[src/rtl/brcs_pkg.sv]
// Package for the banked RAM card switch: bus kind codes, address constants and
// the structs that pass between the control and memory blocks. No dependencies.
package brcs_pkg;

    localparam logic [1:0] KIND_SWITCH = 2'd0;
    localparam logic [1:0] KIND_READ   = 2'd1;
    localparam logic [1:0] KIND_WRITE  = 2'd2;

    localparam logic [15:0] WINDOW_BASE = 16'hD000;
    localparam logic [15:0] UPPER_BASE  = 16'hE000;

    localparam int MEM_AW = 13;

    typedef struct packed {
        logic              rd_en;
        logic              wr_en;
        logic              upper;
        logic [MEM_AW-1:0] idx;
        logic [7:0]        wdata;
    } mem_req_t;

    typedef struct packed {
        logic served;
        logic is_read;
    } rsp_info_t;

endpackage

[src/rtl/brcs_ctrl.sv]
// Mode registers (bank select, read/write enables, equal-bits history) and the
// decode of one accepted bus access into a RAM request. Depends on brcs_pkg.
module brcs_ctrl (
    input  logic                clk,
    input  logic                rst_n,
    input  logic                accept,
    input  logic [1:0]          kind,
    input  logic [15:0]         address,
    input  logic [7:0]          write_data,
    output brcs_pkg::mem_req_t  mem_req,
    output brcs_pkg::rsp_info_t info
);

    logic bank_reg,  bank_next;
    logic read_reg,  read_next;
    logic write_reg, write_next;
    logic hist_reg,  hist_next;

    logic [3:0] c;
    logic       in_window;
    logic       upper;

    assign c         = address[3:0];
    assign in_window = address >= brcs_pkg::WINDOW_BASE;
    assign upper     = address >= brcs_pkg::UPPER_BASE;

    always_comb
    begin
        bank_next  = bank_reg;
        read_next  = read_reg;
        write_next = write_reg;
        hist_next  = hist_reg;
        case (kind)
            brcs_pkg::KIND_SWITCH:
            begin
                write_next = c[0];
                if (c[1] == c[0])
                begin
                    if (hist_reg)
                        read_next = 1'b1;
                    hist_next = 1'b1;
                end
                else
                begin
                    read_next = 1'b0;
                    hist_next = 1'b0;
                end
                bank_next = ~c[3];
            end
            default:
            begin
            end
        endcase
    end

    always_comb
    begin
        info.served    = 1'b0;
        info.is_read   = 1'b0;
        mem_req.rd_en  = 1'b0;
        mem_req.wr_en  = 1'b0;
        mem_req.upper  = upper;
        mem_req.idx    = upper ? address[brcs_pkg::MEM_AW-1:0] : {bank_reg, address[11:0]};
        mem_req.wdata  = write_data;
        case (kind)
            brcs_pkg::KIND_READ:
            begin
                info.is_read = 1'b1;
                if (in_window && read_reg)
                begin
                    info.served   = 1'b1;
                    mem_req.rd_en = accept;
                end
            end
            brcs_pkg::KIND_WRITE:
            begin
                if (in_window && write_reg)
                begin
                    info.served   = 1'b1;
                    mem_req.wr_en = accept;
                end
            end
            default:
            begin
            end
        endcase
    end

    always_ff @(posedge clk or negedge rst_n)
    begin
        if (!rst_n)
        begin
            bank_reg  <= 1'b0;
            read_reg  <= 1'b0;
            write_reg <= 1'b0;
            hist_reg  <= 1'b0;
        end
        else if (accept)
        begin
            bank_reg  <= bank_next;
            read_reg  <= read_next;
            write_reg <= write_next;
            hist_reg  <= hist_next;
        end
    end

endmodule

[config.mk]
export PLATFORM = sky130hd
export DESIGN_NAME = brcs_ctrl
export DESIGN_NICKNAME = d
export VERILOG_FILES = /design/src/rtl/brcs_pkg.sv /design/src/rtl/brcs_ctrl.sv
export SDC_FILE = /design/constraint.sdc
export NUM_CORES = 1
export LEC_CHECK = 0
export BUFFER_PORTS_ARGS = -buffer_cell sky130_fd_sc_hd__buf_2
export CAP_MARGIN = 25
export CORE_MARGIN = 1
export CORE_UTILIZATION = 33
export CTS_CLUSTER_SIZE = 20
export DETAILED_ROUTE_END_ITERATION = 10
export PLACE_DENSITY = 0.8
export SYNTH_ARGS = -nofsm -noshare
export SYNTH_HDL_FRONTEND = slang
export SYNTH_SLANG_ARGS = --single-unit
[constraint.sdc]
create_clock -name clk -period 2.1 [get_ports clk]
set_clock_uncertainty 0.15 [all_clocks]
set_input_delay 0.21 -clock clk [delete_from_list [all_inputs] [get_ports clk]]
set_output_delay 0.21 -clock clk [all_outputs]
set_load 0.05 [all_outputs]
# Word level (Yosys, flattened, before mapping)
# Index checks and enable logic that the tools add are counted.
# totals
register_bits,4
input_bits,29
output_inout_bits,26
elab_cells,28
# classes
order_cmp,2
eq_ne,4
n_mux,12
n_bitwise,1
reduce_logical,5
# ops
op,n
16-bit >= comparator (second input constant),2
13-bit 2-to-1 mux,1
1-bit 2-to-1 mux,10
3-bit AND reduction,1
2-bit by 1-bit equality test with 1-bit output (second input constant),1
2-bit equality test (second input constant),1
1-bit logical AND,2
2-bit zero test,1
2-bit inequality test (second input constant),1
1-bit one-hot mux with 2 select lines,1
2-bit AND reduction,1
1-bit equality test,1
1-bit NOT,1

# Longest topological paths before layout
# Gate-level depths: netlist of run 1.
# logic_depth
depth_word,4
depth_mapped,4

# Worst setup path after synthesis of run 1
# Ideal clock, no wire load.
# synth_path
path_kind,input -> output
start,input kind[1]
end,output info[1] (netlist name)
arrival_ns,1.649
required_ns,1.740
path_slack_ns,0.091
stages,4
path_buffers,0
path_cell_list,inv_1 -> ha_1 -> nand2_1 -> a21oi_1
# synth_lines
element,line_no,text
from (decl),brcs_ctrl.sv:7,"input logic [1:0] kind,"
to (decl),brcs_ctrl.sv:11,output brcs_pkg::rsp_info_t info

==> reports/summary.md, run 1 <==
The maximum number of buffers from clock root to sink came out at 2. The tools report the kind of launch point of the worst setup path as a primary input. For the final routed database, the setup TNS stands at 0 ns.

The number of warnings reported in the yosys synthesis log was 0; the width of the die was 38.84 um. At the end of routability-driven placement, the weighted congestion stood at 0.6881. For this run, the top clock speed supported by timing is 0.6835 GHz.

Of the total power, registers draw 35.1%. Clock tree synthesis found a total of 4 sinks. H-tree depth: 1. The number of antenna diodes in the final layout is 0. The flow ran to the end, and the final reports show no timing, DRC or antenna violations. The total nets after synthesis came out at 83. The mapped netlist covers 447.9 sq um. Setup violations remaining at the end of the flow were counted as 0. For the pin with the worst max-slew slack, the measured transition is 0.2497 ns.

Setup repair after global routing left no endpoint under its margin. The fraction of layout cells with a size suffix above 1 was 50.94%. The overall track demand over capacity in global routing was 9.701%.

The synthesized instance count was 50; the net count of the finished layout was 88. Of the total synthesized cell area, the portion taken by XOR and XNOR cells is 0%. In the final routed layout, each cell accounts on average for 10.18 um.

After clock tree synthesis, the clock-pin slew on the worst setup and hold paths is 0.04 ns. Cells fill 37.13% of the core in the end. The remaining antenna violation count after routing came out at 0. The count of pins over their slew limit is 0, and the number of DRC markers after the initial detailed-route iteration is 0.

The share of synthesized area in the top cell type comes to 35.20%. The worst setup path is captured at a primary output. The critical path class was in2out.

The tools report the number of global-route vias before repair as 248. From synthesis to final layout, the design area changed by -1.676%. The run gives 299 as the number of vias after detailed routing.

In this run the static leakage power is 0.2633 nW. Summing the sequential cell areas from Yosys gives 22.35% of the chip area. The switching part of the total power is 34.13%, and the final instance count without filler cells is 67.

Across the run, the number of max-cap violations was 0. The iteration count of the initial detailed-routing pass is 1. Of all cell types, the one taking the most synthesized area is sky130_fd_sc_hd__buf_4. Data arrival time of the critical path: 1.10 ns. The run gives 0.23 ns as the clock latency at the later pin of the worst-skew pair. TritonCTS built the clock tree. Dominant combinational cell family by area after synthesis: buffers and inverters.

Once the floorplan was initialized, standard cells occupied 37.76% of the core. Averaged over all synthesized cells, the footprint is 8.959 sq um. After layout, the worst path uses 69.67% of the clock period. The clock tree root driver cell was sky130_fd_sc_hd__clkbuf_4.

After synthesis, the share of cell area in mux cells is 11.17%. The via count normalized by instance count works out to 4.463. The logic gate share of total power is 33.8%.

The synthesized netlist devotes 7.821% of its cell area to compound gates. The number of placement rows was 12; the count of pins on the block boundary was 55. The core area is 1186 sq um. The number of antenna violations at the first check in global routing is 0.

Headroom to the max-slew limit came out at 83.46%. Ranked by total cell area, the synthesized netlist is headed by sky130_fd_sc_hd__buf_4 (35%), sky130_fd_sc_hd__dfrtp_1 (22%), sky130_fd_sc_hd__ha_1 (11%). The clock network burns 31.1% of the power. Once the clock tree was built, the setup fixing pass inserted 0 buffers. The maximum fanout along the worst path is 2, and the distinct cell type count of the synthesized netlist is 13.

The overall die area was 1509 sq um; the post-DP HPWL was 589.4 um. The tools report the number of remaining DRC errors as 0. The count of buffers inserted at the top-level ports works out to 20.

In this run the power spent charging and discharging nets is 0.1028 mW. Measured along the y axis, the die boundary spans 38.84 um. Summing the areas of all fa, ha and maj instances in the mapped netlist gives 11.17% of the synthesized area.

STA puts the critical path data required time at 1.74 ns. For this design the ratio of total power to cell area is 683.7 nW/um^2. The internal portion of the total power is 0.1983 mW.

For this run the aggregate overflow at the end of global routing stands at 0. Total detailed-routing wirelength: 682 um. Across the VDD grid, the largest voltage drop is 0.2014 mV. The tools report the placed instance count as 63. In this run the worst hold path is classified as in2reg. Synthesis inferred 4 register bits.

The number of clock buffers added by TritonCTS is 3. The simple-gate area share of the yosys netlist is 7.263%, and the global-route wire length before repair is 931 um. The clock period could shrink to 1.463 ns. Entering global routing, the biggest net connects 5 pins.

The count of endpoints failing hold in the final timing report came out at 0. The filler cells instantiated in the layout total 129.
placed cells by master (no fill, tap or decap), drive strengths merged:
| cell | netlist | final |
|---|---|---|
| buf | 21 | 20 |
| inv | 6 | 6 |
| ha | 4 | 4 |
| dfrtp | 4 | 4 |
| clkbuf | 0 | 3 |
| nand2 | 3 | 3 |
| o2111ai | 2 | 2 |
| mux2 | 2 | 2 |
| nor2 | 2 | 2 |
| a31oi | 2 | 2 |
| mux2i | 2 | 2 |
| a21oi | 1 | 1 |
| and3 | 1 | 1 |
| dlygate4sd3 | 0 | 1 |
cell type report:
type	count	area, sq um	area share (%)
repair buffers	21	110.1	25.00
flip-flops and latches	4	100.1	22.73
clock buffers	3	22.52	5.114
multi-input cells	19	167.7	38.07
inverters	6	22.52	5.114
well taps	14	17.52	3.977
power groups by stage:
stage	sequential (mW)	clock, mW	combinational, mW
2_1_floorplan	0.103	0	0.166
3_3_place_gp	0.106	0	0.0993
3_5_place_dp	0.107	0	0.102
4_1_cts	0.106	0.0998	0.103
5_1_grt	0.108	0.105	0.112
6_report	0.106	0.0936	0.102
critical path, stage by stage:
cell and delay [ns]:
sky130_fd_sc_hd__buf_2 0.09, sky130_fd_sc_hd__inv_1 0.05, sky130_fd_sc_hd__ha_1 0.28, sky130_fd_sc_hd__o2111ai_1 0.09
sky130_fd_sc_hd__a21oi_1 0.12, sky130_fd_sc_hd__buf_2 0.27
worst paths after layout:
kind,startpoint,to,slack [ns],cells past startpoint
max reg2reg,write_reg$_DFFE_PN0P_,write_reg$_DFFE_PN0P_,1.20,1
min reg2reg,write_reg$_DFFE_PN0P_,write_reg$_DFFE_PN0P_,0.37,1
min,address[3],bank_reg$_DFFE_PN0P_,0.01,2
min in group asynchronous,rst_n,write_reg$_DFFE_PN0P_,0.15,2
max in group asynchronous,rst_n,hist_reg$_DFFE_PN0P_,1.53,2
max,kind[0],info[1],0.64,6
repair_timing:
item,CTS,global route
resized for setup,0,0
endpoints found under the hold margin,4,0
hold buffers,1,0
cell usage after synthesis (all sizes together):
library cell,count
mux2i,2
mux2,2
dfrtp,4
o2111ai,2
and3,1
buf,21
nor2,2
ha,4
a21oi,1
inv,6
nand2,3
a31oi,2
metal layers:
| metal | vias up | track usage [%] | wire length, um |
|---|---|---|---|
| met5 | - | 0 | 0 |
| met1 | 132 | 9.441 | 255 |
| li1 | 149 | - | - |
| met4 | 0 | 8.621 | 0 |
| met2 | 18 | 14.58 | 333 |
| met3 | 0 | 5.202 | 92 |
through the flow:
step	setup slack (ns)	hold slack, ns	instance area (sq um)	power (mW)
final	0.6369	0.01247	440.4	0.3011
after global routing	0.5491	0.006395	440.4	0.3256
after CTS	0.6136	0.003837	440.4	0.3094
after detailed placement	0.6185	-0.1320	407.9	0.2090
after global placement	0.6637	-0.1314	407.9	0.2049
after floorplan	0.09147	-0.2356	447.9	0.2687
cell families (layout without fill, tap and decap cells):
logic type,after synthesis,count (layout)
flip-flops,4,4
adder cells (fa/ha/maj),4,4
AO/OA/AOI/OAI,5,5
buffers and inverters,27,30
multiplexers,4,4
AND/OR/NAND/NOR,6,6
Power figures use the tool's default switching activity.
==> inputs of run 2 (changes only) <==
ABC_AREA = 1   (was unset)
CORE_UTILIZATION = 31   (was 33)
PLACE_DENSITY = 0.76   (was 0.8)
clock period = 1.4 ns   (was 2.1 ns; I/O delays follow)
==> reports/summary.md, run 2 <==
The switching part of the total power is 35.86% (+1.7 points), and the clock latency at the later pin of the worst-skew pair is 0.24 ns (about the same). The run gives 0.02043 ns (+0.007952 ns) as the worst hold margin. Average wire length per cell after detail routing: 8.744 um (-14%). Leaving out fill and tap cells, the most frequent cell in the layout is sky130_fd_sc_hd__buf_2. The maximum fanout along the worst path is 2 (unchanged).

The clock tree root driver cell is sky130_fd_sc_hd__clkbuf_4. The height of the die is 40.38 um (+4.0%). For the data arrival time of the critical path, the log shows 1.09 ns (about the same).

The pin count of the biggest net entering global routing came out at 7 (+2). The reported leakage power was 0.2968 nW (+13%). The share of flip-flops with an asynchronous set or reset works out to 100.0% (unchanged).

The number of buffers added by the clock tree synthesis step is 3 (unchanged). Relative to the synthesized area, the layout overhead comes to 8.767%. In the post-synthesis netlist, the cell with the most instances is sky130_fd_sc_hd__buf_4.

The worst path in the final design needs a cycle of 1.380 ns, including I/O delays and setup. The total nets after synthesis is 96 (+16%), and the count of endpoints failing hold in the final timing report is 0 (unchanged). The fraction of layout cells with a size suffix above 1 was 44.78% (-6.2 points). The run gives 1.11 ns (-0.63 ns) as the data required time at the worst endpoint. The run gives 12 (-1) as the distinct cell type count of the synthesized netlist.

The logs give 63 (+26%) for the synthesized instance count and 1 (unchanged) for the H-tree depth. TritonCTS built the clock tree. The total congestion overflow was 0 (unchanged). The count of pins over their slew limit is 0 (unchanged), and the worst setup timing slack at the placement stage is 0.06458 ns (-0.5539 ns). The run gives 102 (+16%) as the net count of the finished layout. The run gives 0.2845 mW (+43%) as the internal power.

The synthesized design spends more area on one cell type than any other, namely sky130_fd_sc_hd__buf_4. The run gives 1007 um (+8.2%) as the global-route wire length before repair. Tightest slew margin relative to the limit: 83.47% (about the same). The total detailed-routing wirelength is 717 um (+5.1%), and the power per standard cell area is 892.9 nW/um^2 (+31%).

Maximum number of buffers from clock root to sink: 2 (unchanged). In this run the worst hold path is classified as in2reg. The overall track demand over capacity in global routing is 10.10% (+0.40 points). The tools report the remaining antenna violation count after routing as 0 (unchanged). STA classifies the critical path startpoint as a flip-flop. Sorting the synthesized cells by area gives the leading types as sky130_fd_sc_hd__buf_4 (35%), sky130_fd_sc_hd__dfrtp_1 (22%), sky130_fd_sc_hd__ha_1 (11%).

The tools report the logic gate share of total power as 32.8% (-1.0 points). The final setup slack of the worst path is 0.01958 ns (-0.6173 ns), and the effective utilization at floorplan is 34.24% (-3.5 points). Count of buffers inserted at the top-level ports: 20 (unchanged). The number of remaining DRC errors came out at 0 (unchanged). The number of warnings reported in the yosys synthesis log was 0 (unchanged); the ratio of final minimum period to clock period was 98.60%. The critical path goes through nand2_1 -> inv_1 -> o21ai_2 -> nor2_4 -> buf_6. The run finished with clean final reports.

The delay of the slowest critical-path stage came out at 0.37 ns (+0.09 ns). Width of the die: 40.38 um (+4.0%). The core area is 1334 sq um (+12%). Based on the critical path, the design can be clocked at up to 0.7244 GHz. The weighted congestion at the end of routability-driven global placement was 0.7262 (+5.5%). The tools report the number of global-route vias before repair as 280 (+13%). The count of flip-flops with a built-in enable after synthesis was 0 (unchanged). For the number of sinks on the clock net, the log shows 4 (unchanged).

The final-report setup violation count was 0 (unchanged). Post-DP HPWL: 607.8 um (+3.1%). The via count normalized by instance count was 4.268 (-4.4%); the sequential share of power was 33.6% (-1.5 points). The logs give 55 (unchanged) for the count of pins on the block boundary and 0 (unchanged) for the number of inserted diodes. The tools report the share of the yosys chip area belonging to registers as 21.92% (-0.43 points).

The buffers inserted during post-CTS setup optimization was 0 (unchanged); the share of the synthesized area in the top cell type was 34.52% (-0.67 points). The logs give 13 (+1) for the number of placement rows and 350 (+17%) for the number of vias after detailed routing. The max-capacitance violation count is 0 (unchanged), and the pin slew with the least headroom to its limit is 0.2497 ns (-0.00004137 ns). The tools report the number of filler instances in the final layout as 146 (+13%). The top cell types in the final layout, fill and taps aside, are sky130_fd_sc_hd__buf_2 (17), sky130_fd_sc_hd__inv_1 (10), sky130_fd_sc_hd__nand2_1 (10). Number of DRC markers after the initial detailed-route iteration: 3 (+3). The number of antenna violations at the first check in global routing came out at 0 (unchanged). Among all flip-flop cells after synthesis, the most frequent one is sky130_fd_sc_hd__dfrtp_1. The type of element capturing the critical path was a primary output. For the area of the mapped netlist, the log shows 456.7 sq um (+2.0%).

The run gives 3 (+2) as the iteration count of the initial detailed-routing pass. The clock slew at the register clock pins of the worst setup and hold paths works out to 0.04 ns (about the same). The post-synthesis average cell area is 7.249 sq um (-19%).

The library cell contributing the largest single delay on the critical path is sky130_fd_sc_hd__dfrtp_1. After synthesis, the most frequently instantiated cells are sky130_fd_sc_hd__buf_4 (21), sky130_fd_sc_hd__inv_1 (10), sky130_fd_sc_hd__nand2_1 (10). The tools report the overall die area as 1631 sq um (+8.1%). Setup repair after global routing could not meet its margin everywhere.

The logs give 0.3742 mV (+86%) for the maximum VDD drop and 0.1591 mW (+55%) for the switching power summed over all nets. The placed cell area was 435.4 sq um (+6.7%). The synthesized flop and latch total was 4 (unchanged).

The post-route cell area is 496.7 sq um (+13%), and the power share of the clock group is 33.6% (+2.5 points). The critical path is of the reg2out type.
[run 2: layer usage]
metal	global-route usage, %	up-vias	wire (um)
li1	-	177	-
met1	10.82	145	270
met2	13.89	22	343
met4	12.50	0	26
met5	0	-	0
met3	3.333	6	76
[run 2: cell type report]
| class | count | area (sq um) | area share, % |
|---|---|---|---|
| multi-input cells | 28 | 182.7 | 36.78 |
| inverters | 10 | 37.54 | 7.557 |
| well taps | 15 | 18.77 | 3.778 |
| flip-flops and latches | 4 | 100.1 | 20.15 |
| clock buffers | 3 | 22.52 | 4.534 |
| repair buffers | 22 | 135.1 | 27.20 |
[run 2: cells by family (layout without fill, tap and decap cells)]
logic type | Yosys count | after routing | synth area share [%]
fa+ha+maj | 4 | 4 | 10.96
flops | 4 | 4 | 21.92
compound gates | 5 | 5 | 6.576
buf+inv | 31 | 35 | 42.74
simple gates | 19 | 19 | 17.81
[run 2: worst max-delay path: cells and delay by family, from the launching register on]
kind | cells | cell delay [ns]
simple gates | 2 | 0.10
compound gates | 1 | 0.17
buf+inv | 2 | 0.19
flops | 1 | 0.37
[run 2: repair_timing]
item	4_1_cts	5_1_grt
gates resized for setup	5	1
endpoints found under the setup margin	2	2
hold buffers	2	0
gates cloned	0	0
endpoints found under the hold margin	5	0
pin swaps	1	0
[run 2: stage by stage]
| step | utilization (%) | TNS [ns] | power [mW] | cells |
|---|---|---|---|---|
| 2_1_floorplan | - | 0 | 0.3860 | 63 |
| 3_3_place_gp | 32.65 | 0 | 0.2856 | 77 |
| 3_5_place_dp | 32.65 | 0 | 0.2903 | 77 |
| 4_1_cts | 36.96 | 0 | 0.4512 | 82 |
| 5_1_grt | 37.24 | -0.01974 | 0.4703 | 82 |
| 6_report | 37.24 | 0 | 0.4435 | 82 |
[run 2: final timing paths]
kind	end	cells after the start	slack (ns)	start
min in group asynchronous	write_reg$_DFFE_PN0P_	2	0.08	rst_n
setup / recovery	info[1]	5	0.02	write_reg$_DFFE_PN0P_
hold / removal	write_reg$_DFFE_PN0P_	3	0.02	address[0]
hold reg to reg	bank_reg$_DFFE_PN0P_	2	0.35	bank_reg$_DFFE_PN0P_
max in group asynchronous	hist_reg$_DFFE_PN0P_	2	0.89	rst_n
setup reg to reg	read_reg$_DFFE_PN0P_	3	0.52	hist_reg$_DFFE_PN0P_
[run 2: power groups by stage]
stage / Sequential (mW) / Clock [mW] / Combinational, mW
6_report: 0.149 / 0.149 / 0.146
4_1_cts: 0.149 / 0.155 / 0.147
3_3_place_gp: 0.150 / 0 / 0.136
2_1_floorplan: 0.147 / 0 / 0.239
3_5_place_dp: 0.151 / 0 / 0.140
5_1_grt: 0.151 / 0.158 / 0.161
